<file path="src/hw/rtl/irtf_pkg.sv">
`timescale 1ns / 1ps

package irtf_pkg;

  // ascii codes
  localparam logic [7:0] CH_ZERO    = 8'd48;
  localparam logic [7:0] CH_UPPER_A = 8'd65;
  localparam logic [7:0] CH_LOWER_A = 8'd97;
  localparam logic [7:0] CH_MINUS   = 8'd45;
  localparam logic [7:0] CH_SPACE   = 8'd32;
  localparam logic [3:0] DIGIT_LIMIT = 4'd10;

  localparam logic [7:0] PAD_RESET = 8'd48;

  localparam int FIELD_W = 7;
  localparam int MAG_W   = 64;

  typedef enum logic [1:0] {
    BASE_BIN,
    BASE_OCT,
    BASE_DEC,
    BASE_HEX
  } base_t;

  typedef enum logic [1:0] {
    ST_IDLE,
    ST_CONV,
    ST_NORM,
    ST_EMIT
  } state_t;

  // digit value to ascii, letters in the chosen case above nine
  function automatic logic [7:0] digit_char(input logic [3:0] d, input logic upper);
    logic [7:0] base_ch;
    base_ch = upper ? CH_UPPER_A : CH_LOWER_A;
    if (d < DIGIT_LIMIT) begin
      return CH_ZERO + {4'd0, d};
    end
    return base_ch + {4'd0, d - DIGIT_LIMIT};
  endfunction

endpackage

</file>
<file path="src/hw/rtl/irtf_if.sv">
`timescale 1ns / 1ps

interface irtf_in_if;
  logic                                 valid;
  logic                                 ready;
  logic [irtf_pkg::MAG_W-1:0]           magnitude;
  logic                                 is_negative;
  logic [1:0]                           base_sel;
  logic [irtf_pkg::FIELD_W-1:0]         field_width;
  logic                                 left_adjust;
  logic                                 upper_case;

  modport source (
    output valid, magnitude, is_negative, base_sel, field_width, left_adjust, upper_case,
    input  ready
  );
  modport sink (
    input  valid, magnitude, is_negative, base_sel, field_width, left_adjust, upper_case,
    output ready
  );
endinterface

interface irtf_out_if;
  logic       valid;
  logic       ready;
  logic [7:0] text_char;
  logic       last;

  modport source (
    output valid, text_char, last,
    input  ready
  );
  modport sink (
    input  valid, text_char, last,
    output ready
  );
endinterface

</file>
<file path="src/hw/rtl/integer_radix_text_formatter.sv">
`timescale 1ns / 1ps

// integer text formatter: one request on in_chan gives one text field on out_chan,
// one ascii character per transfer there, with last set on the final character.
// cfg_we/cfg_wdata write the pad character for right-adjusted fields (reset '0').
// decimal requests run a bit-serial binary to bcd conversion, one magnitude bit
// per cycle; binary, octal and hex load their digits directly.
// leading zero digits are then shifted out one digit per cycle, and the field is
// emitted one character per cycle unless the receiver stalls, with the digits
// taken from the top of the digit shift register. per request: accept, conversion
// (decimal only), leading zero removal, layout fix, then the characters, at most
// MAX_FIELD of them.
// in_chan.ready is high only while no request is in progress.
// the last character may still sit in the output register while the next
// request is taken. a stalled receiver simply holds the output register and
// pauses emission; nothing is lost.
// reset (synchronous, active low) returns to idle, drops any pending character
// and restores the pad character.
module integer_radix_text_formatter #(
  parameter int MAX_FIELD  = 64,
  parameter int VALUE_BITS = 64
) (
  input  logic                clk,
  input  logic                rst_n,
  irtf_in_if.sink             in_chan,
  irtf_out_if.source          out_chan,
  input  logic                cfg_we,
  input  logic [7:0]          cfg_wdata
);

  // digit counts per radix
  localparam int NDIG_B = VALUE_BITS;
  localparam int NDIG_O = (VALUE_BITS + 2) / 3;
  localparam int NDIG_H = (VALUE_BITS + 3) / 4;
  localparam int NDIG_D = (VALUE_BITS * 30103) / 100000 + 1;

  localparam int BCD_W = 4 * NDIG_D;
  localparam int OCT_W = 3 * NDIG_O;
  localparam int HEX_W = 4 * NDIG_H;

  localparam int SW_A = (BCD_W > OCT_W) ? BCD_W : OCT_W;
  localparam int SW_B = (HEX_W > VALUE_BITS) ? HEX_W : VALUE_BITS;
  localparam int SW   = (SW_A > SW_B) ? SW_A : SW_B;

  // shifts that top-align each radix's digit field
  localparam int SH_B = SW - VALUE_BITS;
  localparam int SH_O = SW - OCT_W;
  localparam int SH_H = SW - HEX_W;
  localparam int SH_D = SW - BCD_W;

  localparam int DCW  = $clog2(VALUE_BITS + 1);
  localparam int TMAX = (VALUE_BITS + 1 > MAX_FIELD) ? VALUE_BITS + 1 : MAX_FIELD;
  localparam int TW   = $clog2(TMAX + 1);

  irtf_pkg::state_t state_r, state_nxt;

  // digit shift register, most significant digit at the top
  logic [SW-1:0]         sr_r, sr_nxt;
  logic [VALUE_BITS-1:0] bin_r, bin_nxt;
  logic [DCW-1:0]        cnt_r, cnt_nxt;
  logic [DCW-1:0]        bit_cnt_r, bit_cnt_nxt;

  // request attributes
  logic                  neg_r, neg_nxt;
  irtf_pkg::base_t       base_r, base_nxt;
  logic [TW-1:0]         width_r, width_nxt;
  logic                  left_r, left_nxt;
  logic                  upper_r, upper_nxt;

  // field layout, fixed once the digit count is known
  logic [TW-1:0]         actual_r, actual_nxt;
  logic [TW-1:0]         padn_r, padn_nxt;
  logic [TW-1:0]         len_r, len_nxt;
  logic [TW-1:0]         pos_r, pos_nxt;

  logic [7:0]            pad_r;

  logic                  out_valid_r, out_valid_nxt;
  logic [7:0]            out_char_r, out_char_nxt;
  logic                  out_last_r, out_last_nxt;

  logic [3:0]            top4;
  logic [3:0]            top_digit;
  logic [SW-1:0]         sr_shifted;
  logic [BCD_W-1:0]      bcd_adj;

  assign in_chan.ready      = (state_r == irtf_pkg::ST_IDLE);
  assign out_chan.valid     = out_valid_r;
  assign out_chan.text_char = out_char_r;
  assign out_chan.last      = out_last_r;

  // top digit of the shift register, narrowed to the radix
  assign top4 = sr_r[SW-1 -: 4];

  always_comb begin
    case (base_r)
      irtf_pkg::BASE_BIN: begin
        top_digit  = {3'd0, top4[3]};
        sr_shifted = sr_r << 1;
      end
      irtf_pkg::BASE_OCT: begin
        top_digit  = {1'b0, top4[3:1]};
        sr_shifted = sr_r << 3;
      end
      default: begin
        top_digit  = top4;
        sr_shifted = sr_r << 4;
      end
    endcase
  end

  // double dabble correction: every bcd digit of five or more gets three added
  always_comb begin
    logic [3:0] d;
    for (int i = 0; i < NDIG_D; i++) begin
      d = sr_r[SH_D + 4 * i +: 4];
      bcd_adj[4 * i +: 4] = (d >= 4'd5) ? d + 4'd3 : d;
    end
  end

  always_comb begin
    logic [TW-1:0]    actual;
    logic [TW-1:0]    total;
    logic             zero_neg;
    logic             take_digit;
    logic [7:0]       ch;
    logic [BCD_W-1:0] bcd_sh;

    state_nxt     = state_r;
    sr_nxt        = sr_r;
    bin_nxt       = bin_r;
    cnt_nxt       = cnt_r;
    bit_cnt_nxt   = bit_cnt_r;
    neg_nxt       = neg_r;
    base_nxt      = base_r;
    width_nxt     = width_r;
    left_nxt      = left_r;
    upper_nxt     = upper_r;
    actual_nxt    = actual_r;
    padn_nxt      = padn_r;
    len_nxt       = len_r;
    pos_nxt       = pos_r;
    out_valid_nxt = out_valid_r;
    out_char_nxt  = out_char_r;
    out_last_nxt  = out_last_r;

    actual     = TW'(cnt_r) + TW'(neg_r);
    total      = (actual > width_r) ? actual : width_r;
    zero_neg   = neg_r && (pad_r == irtf_pkg::CH_ZERO);
    take_digit = 1'b0;
    ch         = irtf_pkg::digit_char(top_digit, upper_r);
    bcd_sh     = {bcd_adj[BCD_W-2:0], bin_r[VALUE_BITS-1]};

    // receiver took the pending character
    if (out_chan.ready) begin
      out_valid_nxt = 1'b0;
    end

    case (state_r)
      irtf_pkg::ST_IDLE: begin
        if (in_chan.valid) begin
          neg_nxt   = in_chan.is_negative;
          base_nxt  = irtf_pkg::base_t'(in_chan.base_sel);
          left_nxt  = in_chan.left_adjust;
          upper_nxt = in_chan.upper_case;
          width_nxt = (in_chan.field_width > irtf_pkg::FIELD_W'(MAX_FIELD)) ?
                      TW'(MAX_FIELD) : TW'(in_chan.field_width);
          bin_nxt   = in_chan.magnitude[VALUE_BITS-1:0];
          state_nxt = irtf_pkg::ST_NORM;
          case (irtf_pkg::base_t'(in_chan.base_sel))
            irtf_pkg::BASE_BIN: begin
              sr_nxt  = SW'(in_chan.magnitude[VALUE_BITS-1:0]) << SH_B;
              cnt_nxt = DCW'(NDIG_B);
            end
            irtf_pkg::BASE_OCT: begin
              sr_nxt  = SW'(in_chan.magnitude[VALUE_BITS-1:0]) << SH_O;
              cnt_nxt = DCW'(NDIG_O);
            end
            irtf_pkg::BASE_HEX: begin
              sr_nxt  = SW'(in_chan.magnitude[VALUE_BITS-1:0]) << SH_H;
              cnt_nxt = DCW'(NDIG_H);
            end
            default: begin
              sr_nxt      = '0;
              cnt_nxt     = DCW'(NDIG_D);
              bit_cnt_nxt = DCW'(VALUE_BITS);
              state_nxt   = irtf_pkg::ST_CONV;
            end
          endcase
        end
      end

      // one magnitude bit into the bcd field per cycle
      irtf_pkg::ST_CONV: begin
        sr_nxt      = SW'(bcd_sh) << SH_D;
        bin_nxt     = bin_r << 1;
        bit_cnt_nxt = bit_cnt_r - 1'b1;
        if (bit_cnt_r == DCW'(1)) begin
          state_nxt = irtf_pkg::ST_NORM;
        end
      end

      // drop leading zero digits, keep at least one
      irtf_pkg::ST_NORM: begin
        if ((cnt_r > DCW'(1)) && (top_digit == 4'd0)) begin
          sr_nxt  = sr_shifted;
          cnt_nxt = cnt_r - 1'b1;
        end else begin
          actual_nxt = actual;
          padn_nxt   = total - actual;
          len_nxt    = (total > TW'(MAX_FIELD)) ? TW'(MAX_FIELD) : total;
          pos_nxt    = '0;
          state_nxt  = irtf_pkg::ST_EMIT;
        end
      end

      irtf_pkg::ST_EMIT: begin
        if (!out_valid_r || out_chan.ready) begin
          if (left_r) begin
            if (neg_r && (pos_r == '0)) begin
              ch = irtf_pkg::CH_MINUS;
            end else if (pos_r < actual_r) begin
              take_digit = 1'b1;
            end else begin
              ch = irtf_pkg::CH_SPACE;
            end
          end else if (zero_neg) begin
            // sign goes ahead of the zero padding
            if (pos_r == '0) begin
              ch = irtf_pkg::CH_MINUS;
            end else if (pos_r <= padn_r) begin
              ch = irtf_pkg::CH_ZERO;
            end else begin
              take_digit = 1'b1;
            end
          end else begin
            if (pos_r < padn_r) begin
              ch = pad_r;
            end else if (neg_r && (pos_r == padn_r)) begin
              ch = irtf_pkg::CH_MINUS;
            end else begin
              take_digit = 1'b1;
            end
          end

          if (take_digit) begin
            sr_nxt = sr_shifted;
          end
          out_valid_nxt = 1'b1;
          out_char_nxt  = ch;
          out_last_nxt  = (pos_r == len_r - 1'b1);
          pos_nxt       = pos_r + 1'b1;
          if (pos_r == len_r - 1'b1) begin
            state_nxt = irtf_pkg::ST_IDLE;
          end
        end
      end

      default: begin
        state_nxt = irtf_pkg::ST_IDLE;
      end
    endcase
  end

  // control state
  always_ff @(posedge clk) begin
    if (!rst_n) begin
      state_r     <= irtf_pkg::ST_IDLE;
      out_valid_r <= 1'b0;
      pad_r       <= irtf_pkg::PAD_RESET;
      cnt_r       <= '0;
      bit_cnt_r   <= '0;
      pos_r       <= '0;
    end else begin
      state_r     <= state_nxt;
      out_valid_r <= out_valid_nxt;
      cnt_r       <= cnt_nxt;
      bit_cnt_r   <= bit_cnt_nxt;
      pos_r       <= pos_nxt;
      if (cfg_we) begin
        pad_r <= cfg_wdata;
      end
    end
  end

  // payload
  always_ff @(posedge clk) begin
    sr_r       <= sr_nxt;
    bin_r      <= bin_nxt;
    neg_r      <= neg_nxt;
    base_r     <= base_nxt;
    width_r    <= width_nxt;
    left_r     <= left_nxt;
    upper_r    <= upper_nxt;
    actual_r   <= actual_nxt;
    padn_r     <= padn_nxt;
    len_r      <= len_nxt;
    out_char_r <= out_char_nxt;
    out_last_r <= out_last_nxt;
  end

endmodule
</file>
<file path="src/flat_wrapper.sv">
// flat-port wrapper written by rule: the top's interface ports become plain ports
module integer_radix_text_formatter_flat 
#(
  parameter int MAX_FIELD  = 64,
  parameter int VALUE_BITS = 64
)
  (clk, rst_n, cfg_we, cfg_wdata, in_chan_valid, in_chan_magnitude, in_chan_is_negative, in_chan_base_sel, in_chan_field_width, in_chan_left_adjust, in_chan_upper_case, in_chan_ready, out_chan_valid, out_chan_text_char, out_chan_last, out_chan_ready);
  irtf_in_if in_chan_i ();
  irtf_out_if out_chan_i ();
  input  logic clk;
  input  logic rst_n;
  input  logic cfg_we;
  input  logic [7:0] cfg_wdata;
  input wire logic [$bits(in_chan_i.valid)-1:0] in_chan_valid;
  input wire logic [$bits(in_chan_i.magnitude)-1:0] in_chan_magnitude;
  input wire logic [$bits(in_chan_i.is_negative)-1:0] in_chan_is_negative;
  input wire logic [$bits(in_chan_i.base_sel)-1:0] in_chan_base_sel;
  input wire logic [$bits(in_chan_i.field_width)-1:0] in_chan_field_width;
  input wire logic [$bits(in_chan_i.left_adjust)-1:0] in_chan_left_adjust;
  input wire logic [$bits(in_chan_i.upper_case)-1:0] in_chan_upper_case;
  output wire logic [$bits(in_chan_i.ready)-1:0] in_chan_ready;
  output wire logic [$bits(out_chan_i.valid)-1:0] out_chan_valid;
  output wire logic [$bits(out_chan_i.text_char)-1:0] out_chan_text_char;
  output wire logic [$bits(out_chan_i.last)-1:0] out_chan_last;
  input wire logic [$bits(out_chan_i.ready)-1:0] out_chan_ready;
  assign in_chan_i.valid = in_chan_valid;
  assign in_chan_i.magnitude = in_chan_magnitude;
  assign in_chan_i.is_negative = in_chan_is_negative;
  assign in_chan_i.base_sel = in_chan_base_sel;
  assign in_chan_i.field_width = in_chan_field_width;
  assign in_chan_i.left_adjust = in_chan_left_adjust;
  assign in_chan_i.upper_case = in_chan_upper_case;
  assign in_chan_ready = in_chan_i.ready;
  assign out_chan_valid = out_chan_i.valid;
  assign out_chan_text_char = out_chan_i.text_char;
  assign out_chan_last = out_chan_i.last;
  assign out_chan_i.ready = out_chan_ready;
  integer_radix_text_formatter #(.MAX_FIELD(MAX_FIELD), .VALUE_BITS(VALUE_BITS)) u_core (.clk(clk), .rst_n(rst_n), .in_chan(in_chan_i), .out_chan(out_chan_i), .cfg_we(cfg_we), .cfg_wdata(cfg_wdata));
endmodule
</file>
<file path="config.mk">
export PLATFORM = sky130hd
export DESIGN_NAME = integer_radix_text_formatter_flat
export DESIGN_NICKNAME = d
export VERILOG_FILES = /design/src/hw/rtl/irtf_pkg.sv /design/src/hw/rtl/irtf_if.sv /design/src/hw/rtl/integer_radix_text_formatter.sv /design/src/flat_wrapper.sv
export SDC_FILE = /design/constraint.sdc
export NUM_CORES = 1
export LEC_CHECK = 0
export ABC_AREA = 1
export BUFFER_PORTS_ARGS = -buffer_cell sky130_fd_sc_hd__buf_2
export CAP_MARGIN = 20
export CORE_MARGIN = 4
export CORE_UTILIZATION = 58
export DETAILED_ROUTE_END_ITERATION = 10
export HOLD_SLACK_MARGIN = 0.12
export MAX_ROUTING_LAYER = met4
export PLACE_DENSITY = 0.88
export SLEW_MARGIN = 5
export SYNTH_ARGS = -nofsm -noshare
export SYNTH_HDL_FRONTEND = slang
export SYNTH_SLANG_ARGS = --single-unit
</file>
<file path="constraint.sdc">
create_clock -name clk -period 16.2 [get_ports clk]
set_clock_uncertainty 0.1 [all_clocks]
set_input_delay 0 -clock clk [delete_from_list [all_inputs] [get_ports clk]]
set_output_delay 0 -clock clk [all_outputs]
set_load 0.01 [all_outputs]
</file>
==> results of run 1 <==
-- worst min path at each step --
stage | startpoint | cells after the start | end
global route | in_chan_base_sel[1] | 2 | u_core.base_r[1]
finish | in_chan_base_sel[1] | 2 | u_core.base_r[1]
floorplan | in_chan_base_sel[0] | 0 | u_core.base_r[0]
CTS | in_chan_base_sel[1] | 2 | u_core.base_r[1]
detailed placement | in_chan_left_adjust | 1 | u_core.left_r
global placement | in_chan_left_adjust | 1 | u_core.left_r
-- cells by family after synthesis --
| group | share of synthesized area |
|---|---|
| buffers and inverters | 0.0843 |
| adder cells (fa/ha/maj) | 0.0756 |
| AND/OR/NAND/NOR | 0.175 |
| AO/OA/AOI/OAI | 0.218 |
| flip-flops | 0.424 |
| XOR/XNOR | 0.0227 |
-- per-layer routing --
| layer | track usage | share of wire | routed length (µm) | vias to the layer above |
|---|---|---|---|---|
| met5 | - | 0 | 0 | - |
| met4 | 0.114 | 0.038 | 1720 | 0 |
| met3 | 0.0723 | 0.12 | 5460 | 187 |
| met2 | 0.509 | 0.47 | 21300 | 1120 |
| met1 | 0.404 | 0.37 | 16600 | 6768 |
| li1 | - | - | - | 6640 |
-- flip-flops by register name, summed over array words and instances (netlist names), 2 cells and up --
signal	cells
u_core.actual_r	7
u_core.base_r	2
u_core.bin_r	64
u_core.bit_cnt_r	7
u_core.cnt_r	7
u_core.len_r	7
u_core.out_chan.text_char	8
u_core.pad_r	8
u_core.padn_r	7
u_core.pos_r	7
u_core.sr_r	80
u_core.state_r	2
u_core.width_r	7
-- metrics by stage --
stage	util	hold WS [ps]	std cells	power (mW)	setup slack, ps
after floorplan	-	-1.13	1792	2.25	10700
after global placement	0.623	82.2	2148	2.56	11900
after detailed placement	0.623	81.5	2148	2.64	11790
after CTS	0.701	163	2308	3.22	11760
after global routing	0.703	194	2310	3.51	11430
final	0.703	195	2310	3.29	11690
-- worst register-to-register path: stages, from the launching register on --
cell and delay, ps:
sky130_fd_sc_hd__edfxtp_1 660, sky130_fd_sc_hd__inv_2 280, sky130_fd_sc_hd__buf_12 260, sky130_fd_sc_hd__nand2_2 80
sky130_fd_sc_hd__buf_4 670, sky130_fd_sc_hd__o22ai_1 150, sky130_fd_sc_hd__inv_1 190, sky130_fd_sc_hd__ha_1 170
sky130_fd_sc_hd__nand2_1 50, sky130_fd_sc_hd__nor2_1 140, sky130_fd_sc_hd__nand3_1 110, sky130_fd_sc_hd__nand3_1 90
sky130_fd_sc_hd__inv_1 90, sky130_fd_sc_hd__nand3_1 90, sky130_fd_sc_hd__nand2_1 70, sky130_fd_sc_hd__dlygate4sd3_1 610
sky130_fd_sc_hd__nor2_1 100, sky130_fd_sc_hd__dlygate4sd3_1 560
-- repair_timing --
action | in CTS | in global routing
setup buffers | 0 | 0
hold buffers | 116 | 0
setup endpoints to repair | 0 | 0
hold endpoints to repair | 183 | 0
-- cell type report --
cell class                      count  area [µm²]
Clock buffer                       32         697
Sequential cell                   218        6230
Inverter                          240         908
Multi-Input combinational cell   1260        7230
Clock inverter                     12        65.1
Tap cell                          324         405
Timing Repair Buffer              224        1760
Fill cell                        1724        7320
-- power by group through the flow --
| stage | logic, mW | clock network (mW) | registers, mW |
|---|---|---|---|
| 2_1_floorplan | 1.12 | 0 | 1.12 |
| 3_3_place_gp | 1.39 | 0 | 1.17 |
| 3_5_place_dp | 1.46 | 0 | 1.18 |
| 4_1_cts | 1.51 | 0.538 | 1.17 |
| 5_1_grt | 1.74 | 0.564 | 1.21 |
| 6_report | 1.57 | 0.538 | 1.19 |
-- placed cells by master, fill, tap and decap left out, types with 3 or more instances in the layout --
cell                            synthesis  routed
sky130_fd_sc_hd__nand4_1                9       9
sky130_fd_sc_hd__o211ai_1              39      39
sky130_fd_sc_hd__xnor2_1                4       4
sky130_fd_sc_hd__dlygate4sd3_1          0     116
sky130_fd_sc_hd__inv_2                  8       8
sky130_fd_sc_hd__clkbuf_16              0      26
sky130_fd_sc_hd__buf_4                  5       7
sky130_fd_sc_hd__dfxtp_1               32      32
sky130_fd_sc_hd__o21ai_0              203     203
sky130_fd_sc_hd__ha_1                  87      86
sky130_fd_sc_hd__or2_2                  3       3
sky130_fd_sc_hd__nor3_1                 3       3
sky130_fd_sc_hd__a31oi_1                4       4
sky130_fd_sc_hd__a211oi_1               7       7
sky130_fd_sc_hd__o221ai_1              27      27
sky130_fd_sc_hd__nand2_4                5       5
sky130_fd_sc_hd__clkinv_2               0       6
sky130_fd_sc_hd__edfxtp_1             186     186
sky130_fd_sc_hd__nand2_2                5       5
sky130_fd_sc_hd__nand2_1              383     383
sky130_fd_sc_hd__clkbuf_1              45       3
sky130_fd_sc_hd__inv_1                228     228
sky130_fd_sc_hd__buf_2                 12      99
sky130_fd_sc_hd__a32oi_1               17      17
sky130_fd_sc_hd__nor2_1                96      93
sky130_fd_sc_hd__xor2_1                34      34
sky130_fd_sc_hd__o22ai_1               82      82
sky130_fd_sc_hd__o21ai_1                5       5
sky130_fd_sc_hd__a21oi_1               96      96
sky130_fd_sc_hd__nor2_8                 3       3
sky130_fd_sc_hd__nand3_1               77      77
sky130_fd_sc_hd__nor2_2                 5       7
sky130_fd_sc_hd__clkinv_1               1       5
sky130_fd_sc_hd__inv_4                  3       3
sky130_fd_sc_hd__a22oi_1               42      42
==> results.txt, run 1 <==
* Outcome: finished clean
- Slew Limit Fails: 0
- Summed over all cells, the static leakage comes to 7.33 nW.
- In this run the critical register-to-register path is launched from u_core.base_r[1].
- CTS built an H-tree with a depth of 1.
- RSZ-0062 raised after global routing: false
* Switching Fraction: 0.460
* Final standard cell area without fillers: 17300 µm²
- Initial DRC Count: 2409
* Normalized max-slew margin: 0.268
* Post-cts repair resize count: 0
- Peak supply drop: 0.000133 V
- Most frequently used cell type in the post-synthesis netlist: sky130_fd_sc_hd__nand2_1
* Number of gates on the worst path with buffers counted: 17
* Post-Syn Area per Cell: 8.19 µm²
- Post-CTS clock slew at the launch and capture registers of the worst setup and hold paths: 60 ps
- Share of synthesized area occupied by flip-flops and latches: 0.424
- In this run the deepest clock path goes through 3 buffers.
- For this design, the sink count on the clock tree is 218.
- Pin count of the biggest net entering global routing: 81
- In this design, the stage delay of the slowest critical-path cell is 670 ps.
- Summed over all nets, the switching power comes to 1.52 mW.
- Detail-routed via count per cell: 6.37
- Across all register-to-register paths, the minimum setup slack is 11690 ps.
* Clock tree root buffer cell: sky130_fd_sc_hd__clkbuf_16
* First-pass GRT wire length: 72.1 mm
* Final Hold Vio Count: 0
- STA classifies the critical path startpoint as a flop.
* Sum of routed wire length over all layers: 45.1 mm
- Counting both buffers and inverters, the worst setup path holds a total of 7.
- FF-to-FF path depth: 17
* Actual transition at the worst max-transition pin: 1100 ps
* Boundary pin count: 100
- Buffers added on ports: 99
- Vias in the first global route: 14148
* Shortest period the worst path allows: 4510 ps
- Insertion delay to the later sink of the worst-skew pair: 530 ps
- In the global route stage, overall resource usage came out at 0.320.
* Final GP Congestion: 0.936
* Final Setup Violations: 0
- STA classifies the critical path endpoint as a flop.
- The repair_antennas step left the layout with diodes totalling 0.
- Die footprint: 27900 µm²
* HPWL after detailed placement: 26.9 mm
- Cell count after synthesis: 1792
- Combinational power share: 0.475
* Top cell type's share of synthesized area: 0.381
* Total number of nets in the final design: 2146
- For this run, design rule violations remaining after detail routing come to 0.
* GRT overflow: 0
- Number of antenna violations at the first check in global routing: 0
- Tracing the worst setup path back leads to its startpoint at u_core.base_r[1].
- Worst Path Class, Setup: flop to flop
- Max-capacitance violation count: 0
- Final-layout setup total negative slack: 0 ps
* Synth top area cells: sky130_fd_sc_hd__edfxtp_1 (38%), sky130_fd_sc_hd__nand2_1 (9.8%), sky130_fd_sc_hd__ha_1 (7.4%)
- Counting every net in the synthesized netlist gives 1969.
* Horiz. Die Dim: 167 µm
- Family with the most delay on the worst path: buffers and inverters
* Synthesized flop and latch total: 218
- Critical path capture point: u_core.state_r[1]
- Async set-reset flop share out of synthesis: 0
- Core area: 24600 µm²
- Starting Density: 0.596
* Area growth syn-to-layout: 17.9%
- For the worst setup path, the data arrival time is 4870 ps.
- Antenna-violating nets left: 0
* Y dimension of the die: 167 µm
- Worst r2r dst: u_core.state_r[1]
- First-pass iteration count of the detailed router: 8
- Layout cell share with drive strength beyond 1: 0.0947
- The share of total power dissipated in sequential elements is 0.361.
- Area leader, netlist: sky130_fd_sc_hd__edfxtp_1
* Synth cell types: 53
- Internal power contribution: 1.78 mW
* Highest achievable clock rate: 222 MHz
- Clock tree from TritonCTS: built
* Cts bufs inserted: 25
- Top fanout value on the critical path: 78
- Cell types with the highest counts after synthesis: sky130_fd_sc_hd__nand2_1 (383), sky130_fd_sc_hd__inv_1 (228), sky130_fd_sc_hd__o21ai_0 (203)
- The Yosys step of the flow raised 0 warnings.
* Placed Instance Area: 15300 µm²
- Critical path required time: 16560 ps
- Standard-cell row count: 57
- Type of the tightest min-delay check: input port to flop
- Count of flip-flops with a built-in enable after synthesis: 186
* Cell area after synthesis: 14700 µm²
- Share of the clock period used by the worst path: 0.278
- Dividing total power by cell area gives a power density of 191 nW/µm².
- Vias: 14715
- The most numerous cell type found on the critical path is sky130_fd_sc_hd__nand3_1.
- Average detailed-routed wire length per instance: 19.5 µm
* Cells along the critical path: inv_2, buf_12, nand2_2, buf_4, o22ai_1, inv_1, ha_1, nand2_1, nor2_1, nand3_1, nand3_1, inv_1, nand3_1, nand2_1, dlygate4sd3_1, nor2_1, dlygate4sd3_1
- Most instantiated flip-flop cell in the synthesis netlist: sky130_fd_sc_hd__edfxtp_1
- On the critical path, the stage with the largest delay is an instance of sky130_fd_sc_hd__buf_4.
- Portion of total power attributed to the clock network: 0.163
Note: power is estimated with default switching activity, not from simulation.
==> run 2: changes to the inputs <==
--- a/config.mk
+++ b/config.mk
@@ -5,7 +5,7 @@
 export SDC_FILE = /design/constraint.sdc
 export NUM_CORES = 1
 export LEC_CHECK = 0
-export ABC_AREA = 1
+export ABC_AREA = 0
 export BUFFER_PORTS_ARGS = -buffer_cell sky130_fd_sc_hd__buf_2
 export CAP_MARGIN = 20
 export CORE_MARGIN = 4
==> constraint.sdc (replaced) <==
create_clock -name clk -period 4.65 [get_ports clk]
set_clock_uncertainty 0.1 [all_clocks]
set_input_delay 0 -clock clk [delete_from_list [all_inputs] [get_ports clk]]
set_output_delay 0 -clock clk [all_outputs]
set_load 0.01 [all_outputs]
==> results.txt, run 2 <==
- The first-pass GRT wire length was 64.4 mm (was 72.1 mm).
* Type of origin of the critical path: flop (unchanged)
- The maximum fanout along the worst path was 6 (was 78).
* Startpoint of the lowest-slack register-to-register path: u_core.neg_r (was u_core.base_r[1])
- The proportion of synthesized flip-flops having asynchronous set or reset was 0 (unchanged).
* FF-to-FF path depth: 18 (was 17)
* Data arrival at the endpoint of the critical path: 4610 ps (was 4870 ps)
- The clock edge transition at the registers on the reported setup and hold paths came to 60 ps (about the same).
* Number of antenna violations at the first check in global routing: 1 (was 0)
* Final Hold Vio Count: 0 (unchanged)
- The combined global-route utilization of all metal layers came to 0.283 (was 0.320).
* Buffers added on ports: 99 (unchanged)
- Cells along the critical path: ha_1, ha_1, nand3_1, xnor2_1, buf_4, ha_1, a21oi_1, o21ai_0, o31ai_2, mux2i_1, ha_1, inv_1, fa_1, a21o_1, a21oi_1, o21bai_1, a21oi_1, xor2_1 (was inv_2, buf_12, nand2_2, buf_4, o22ai_1, inv_1, ha_1, nand2_1, nor2_1, nand3_1, nand3_1, inv_1, nand3_1, nand2_1, dlygate4sd3_1, nor2_1, dlygate4sd3_1).
- Sum of routed wire length over all layers: 40.1 mm (was 45.1 mm)
- The area of the placeable core is 24500 µm² (was 24600 µm²).
* Horiz. Die Dim: 166 µm (was 167 µm)
- Commonest cells after routing, fill and taps aside: sky130_fd_sc_hd__edfxtp_1 (186), sky130_fd_sc_hd__o21ai_0 (173), sky130_fd_sc_hd__nand2_1 (171), sky130_fd_sc_hd__dlygate4sd3_1 (113), sky130_fd_sc_hd__buf_2 (99) (was sky130_fd_sc_hd__nand2_1 (383), sky130_fd_sc_hd__inv_1 (228), sky130_fd_sc_hd__o21ai_0 (203), sky130_fd_sc_hd__edfxtp_1 (186), sky130_fd_sc_hd__dlygate4sd3_1 (116)).
* Sinks on the clock net: 218 (unchanged)
* Insertion delay to the later sink of the worst-skew pair: 530 ps (about the same)
* Worst r2r dst: u_core.padn_r[6] (was u_core.state_r[1])
- Clock tree root buffer cell: sky130_fd_sc_hd__clkbuf_16 (unchanged)
* First-pass iteration count of the detailed router: 9 (was 8)
* GRT overflow: 0 (unchanged)
- Most instantiated flip-flop cell in the synthesis netlist: sky130_fd_sc_hd__edfxtp_1 (unchanged)
- The clock buffer count from CTS is 25 (unchanged).
* Antenna-violating nets left: 0 (unchanged)
* Maximum number of buffers from clock root to sink: 3 (unchanged)
* Clock tree from TritonCTS: built (unchanged)
- Vias in the first global route: 12650 (was 14148)
- The sum of buffers and inverters on the critical path was 2 (was 7).
- Non-filler instance count after layout: 2013 (was 2310)
* Most common cell after layout, fill and taps aside: sky130_fd_sc_hd__edfxtp_1 (was sky130_fd_sc_hd__nand2_1)
- The starting utilization of the core area was 0.594 (was 0.596).
- Outcome: finished clean (unchanged)
- Cell area after synthesis: 14600 µm² (was 14700 µm²)
- Count of flip-flops with a built-in enable after synthesis: 186 (unchanged)
- The share of the synthesized area in the top cell type was 0.383 (was 0.381).
- Placed Instance Area: 15300 µm² (about the same)
- Share of synthesized area occupied by flip-flops and latches: 0.427 (was 0.424)
- End point of the most critical hold path: u_core.base_r[1] (unchanged)
* Deepest level of the CTS H-tree: 1 (unchanged)
- The final layout net count is 1846 (was 2146).
- The height of the die came to 166 µm (was 167 µm).
* Final Setup Violations: 0 (unchanged)
- Hold_sp: in_chan_base_sel[1] (unchanged)
- The cell type of the slowest stage on the worst timing path was sky130_fd_sc_hd__edfxtp_1 (was sky130_fd_sc_hd__buf_4).
* Post CTS Setup Buffer Count: 0 (unchanged)
- Synth top area cells: sky130_fd_sc_hd__edfxtp_1 (38%), sky130_fd_sc_hd__ha_1 (7.5%), sky130_fd_sc_hd__o21ai_0 (5.9%) (was sky130_fd_sc_hd__edfxtp_1 (38%), sky130_fd_sc_hd__nand2_1 (9.8%), sky130_fd_sc_hd__ha_1 (7.4%))
- Final GP Congestion: 0.916 (was 0.936)
- The area growth from synthesis to layout is 18.2% (was 17.9%).
* Yosys warning total: 0 (unchanged)
* Peak supply drop: 0.000398 V (was 0.000133 V)
- Residual DRC count: 0 (unchanged)
- The pin slew with the least headroom to its limit is 892 ps (was 1100 ps).
- Layout cell share with drive strength beyond 1: 0.141 (was 0.0947)
- Cell count after synthesis: 1499 (was 1792)
- The final max-slew violation count is 0 (unchanged).
- Detail-routed via count per cell: 6.50 (was 6.37)
- The HPWL after detailed placement was 23.9 mm (was 26.9 mm).
- Largest register FFs: 80 (unchanged)
* Setup slack on the worst flop-to-flop path: 210 ps (was 11690 ps)
- The number of ports placed on the die boundary was 100 (unchanged).
- RSZ-0062 raised after global routing: false (unchanged).
- The achievable clock frequency is 225 MHz (was 222 MHz).
- Final standard cell area without fillers: 17200 µm² (was 17300 µm²)
* Initial DRC Count: 1958 (was 2409)
- Power density normalized to cell area: 636 nW/µm² (was 191 nW/µm²)
- The aggregate negative setup slack came to 0 ps (unchanged).
- The critical path's most frequent cell was sky130_fd_sc_hd__ha_1 (was sky130_fd_sc_hd__nand3_1).
* Average detailed-routed wire length per instance: 19.9 µm (was 19.5 µm)
- Normalized max-slew margin: 0.405 (was 0.268)
* Vias: 13091 (was 14715)
- The cell accounting for the most synthesized area is sky130_fd_sc_hd__edfxtp_1 (unchanged).
* Worst Path Class, Setup: flop to flop (unchanged)
- Registers with the most flip-flops: u_core.sr_r x80, u_core.bin_r x64 (unchanged).
- Standard-cell row count: 57 (unchanged)
* Largest register by flop count: u_core.sr_r (unchanged)
* Max-capacitance violation count: 0 (unchanged)
- Setup crit end kind: flop (unchanged)
- Family with the most delay on the worst path: adder cells (was buffers and inverters)
* Critical path required time: 4830 ps (was 16560 ps)
- Most frequently used cell type in the post-synthesis netlist: sky130_fd_sc_hd__edfxtp_1 (was sky130_fd_sc_hd__nand2_1)
- The startpoint of the worst setup timing path is u_core.neg_r (was u_core.base_r[1]).
- Pin count of the biggest net entering global routing: 81 (unchanged)
- The final worst-path cycle share was 0.954 (was 0.278).
* Post-Syn Area per Cell: 9.72 µm² (was 8.19 µm²)
- Type of the tightest min-delay check: input port to flop (unchanged)
* Number of nets produced by synthesis: 1676 (was 1969)
* Cell types with the highest counts after synthesis: sky130_fd_sc_hd__edfxtp_1 (186), sky130_fd_sc_hd__o21ai_0 (173), sky130_fd_sc_hd__nand2_1 (172) (was sky130_fd_sc_hd__nand2_1 (383), sky130_fd_sc_hd__inv_1 (228), sky130_fd_sc_hd__o21ai_0 (203))
- The final core utilization came to 0.702 (was 0.703).
- The unique cell type count in the Yosys netlist was 68 (was 53).
- Number of cells traversed by the worst hold path: 2 (unchanged)
- Shortest period the worst path allows: 4440 ps (was 4510 ps)
* Die footprint: 27700 µm² (was 27900 µm²)
- Post-layout power: 10.9 mW (was 3.29 mW)
- Longest individual stage delay on the worst path: 480 ps (was 670 ps)
* Cell count after placement: 1853 (was 2148)
- Synthesized flop and latch total: 218 (unchanged)
* Leakage dissipation: 6.83 nW (was 7.33 nW)
-- run 2: cell type report --
cell class / instances / area (µm²)
well taps: 324 / 405
fillers: 1664 / 7320
multi-input cells: 1103 / 7720
inverters: 94 / 353
clock inverters: 18 / 119
repair buffers: 227 / 1740
flip-flops and latches: 218 / 6230
clock buffers: 28 / 647
diodes: 1 / 2.50
-- run 2: stage by stage --
| step | hold slack (ps) | worst slack (ps) |
|---|---|---|
| after detailed placement | 82.1 | 356 |
| after CTS | 169 | 285 |
| after floorplan | -38.1 | 507 |
| final | 173 | 212 |
| after global routing | 176 | 39.4 |
| after global placement | 82.3 | 567 |
-- run 2: timing repair --
item	CTS	global route
hold buffers	113	0
endpoints found under the setup margin	0	2
resized for setup	0	1
endpoints found under the hold margin	174	0
-- run 2: how the worst max path moves through the flow --
stage          depth (start not counted)                to  slack [ps]
2_1_floorplan                         17  u_core.padn_r[6]         510
3_3_place_gp                          16  u_core.padn_r[5]         570
3_5_place_dp                          17  u_core.padn_r[6]         360
4_1_cts                               17  u_core.padn_r[6]         290
5_1_grt                               18  u_core.padn_r[6]          40
6_report                              18  u_core.padn_r[6]         210
-- run 2: cells by family after synthesis --
family | after synthesis | synth area share
multiplexers | 153 | 0.111
XOR/XNOR | 56 | 0.0346
AO/OA/AOI/OAI | 418 | 0.181
AND/OR/NAND/NOR | 388 | 0.124
buffers and inverters | 178 | 0.0464
adder cells (fa/ha/maj) | 88 | 0.0761
flip-flops | 218 | 0.427
-- run 2: routing by layer --
metal,part of all wire,track usage,vias to the layer above
met3,0.096,0.0422,169
met1,0.38,0.359,6147
met2,0.48,0.457,891
met4,0.045,0.121,0
li1,-,-,5884
met5,0,-,-
-- run 2: where the power goes --
part / internal [mW] / switching (mW)
Combinational: 1.99 / 2.94
Clock: 1.06 / 0.833
Sequential: 3.26 / 0.868
Total: 6.31 / 4.64
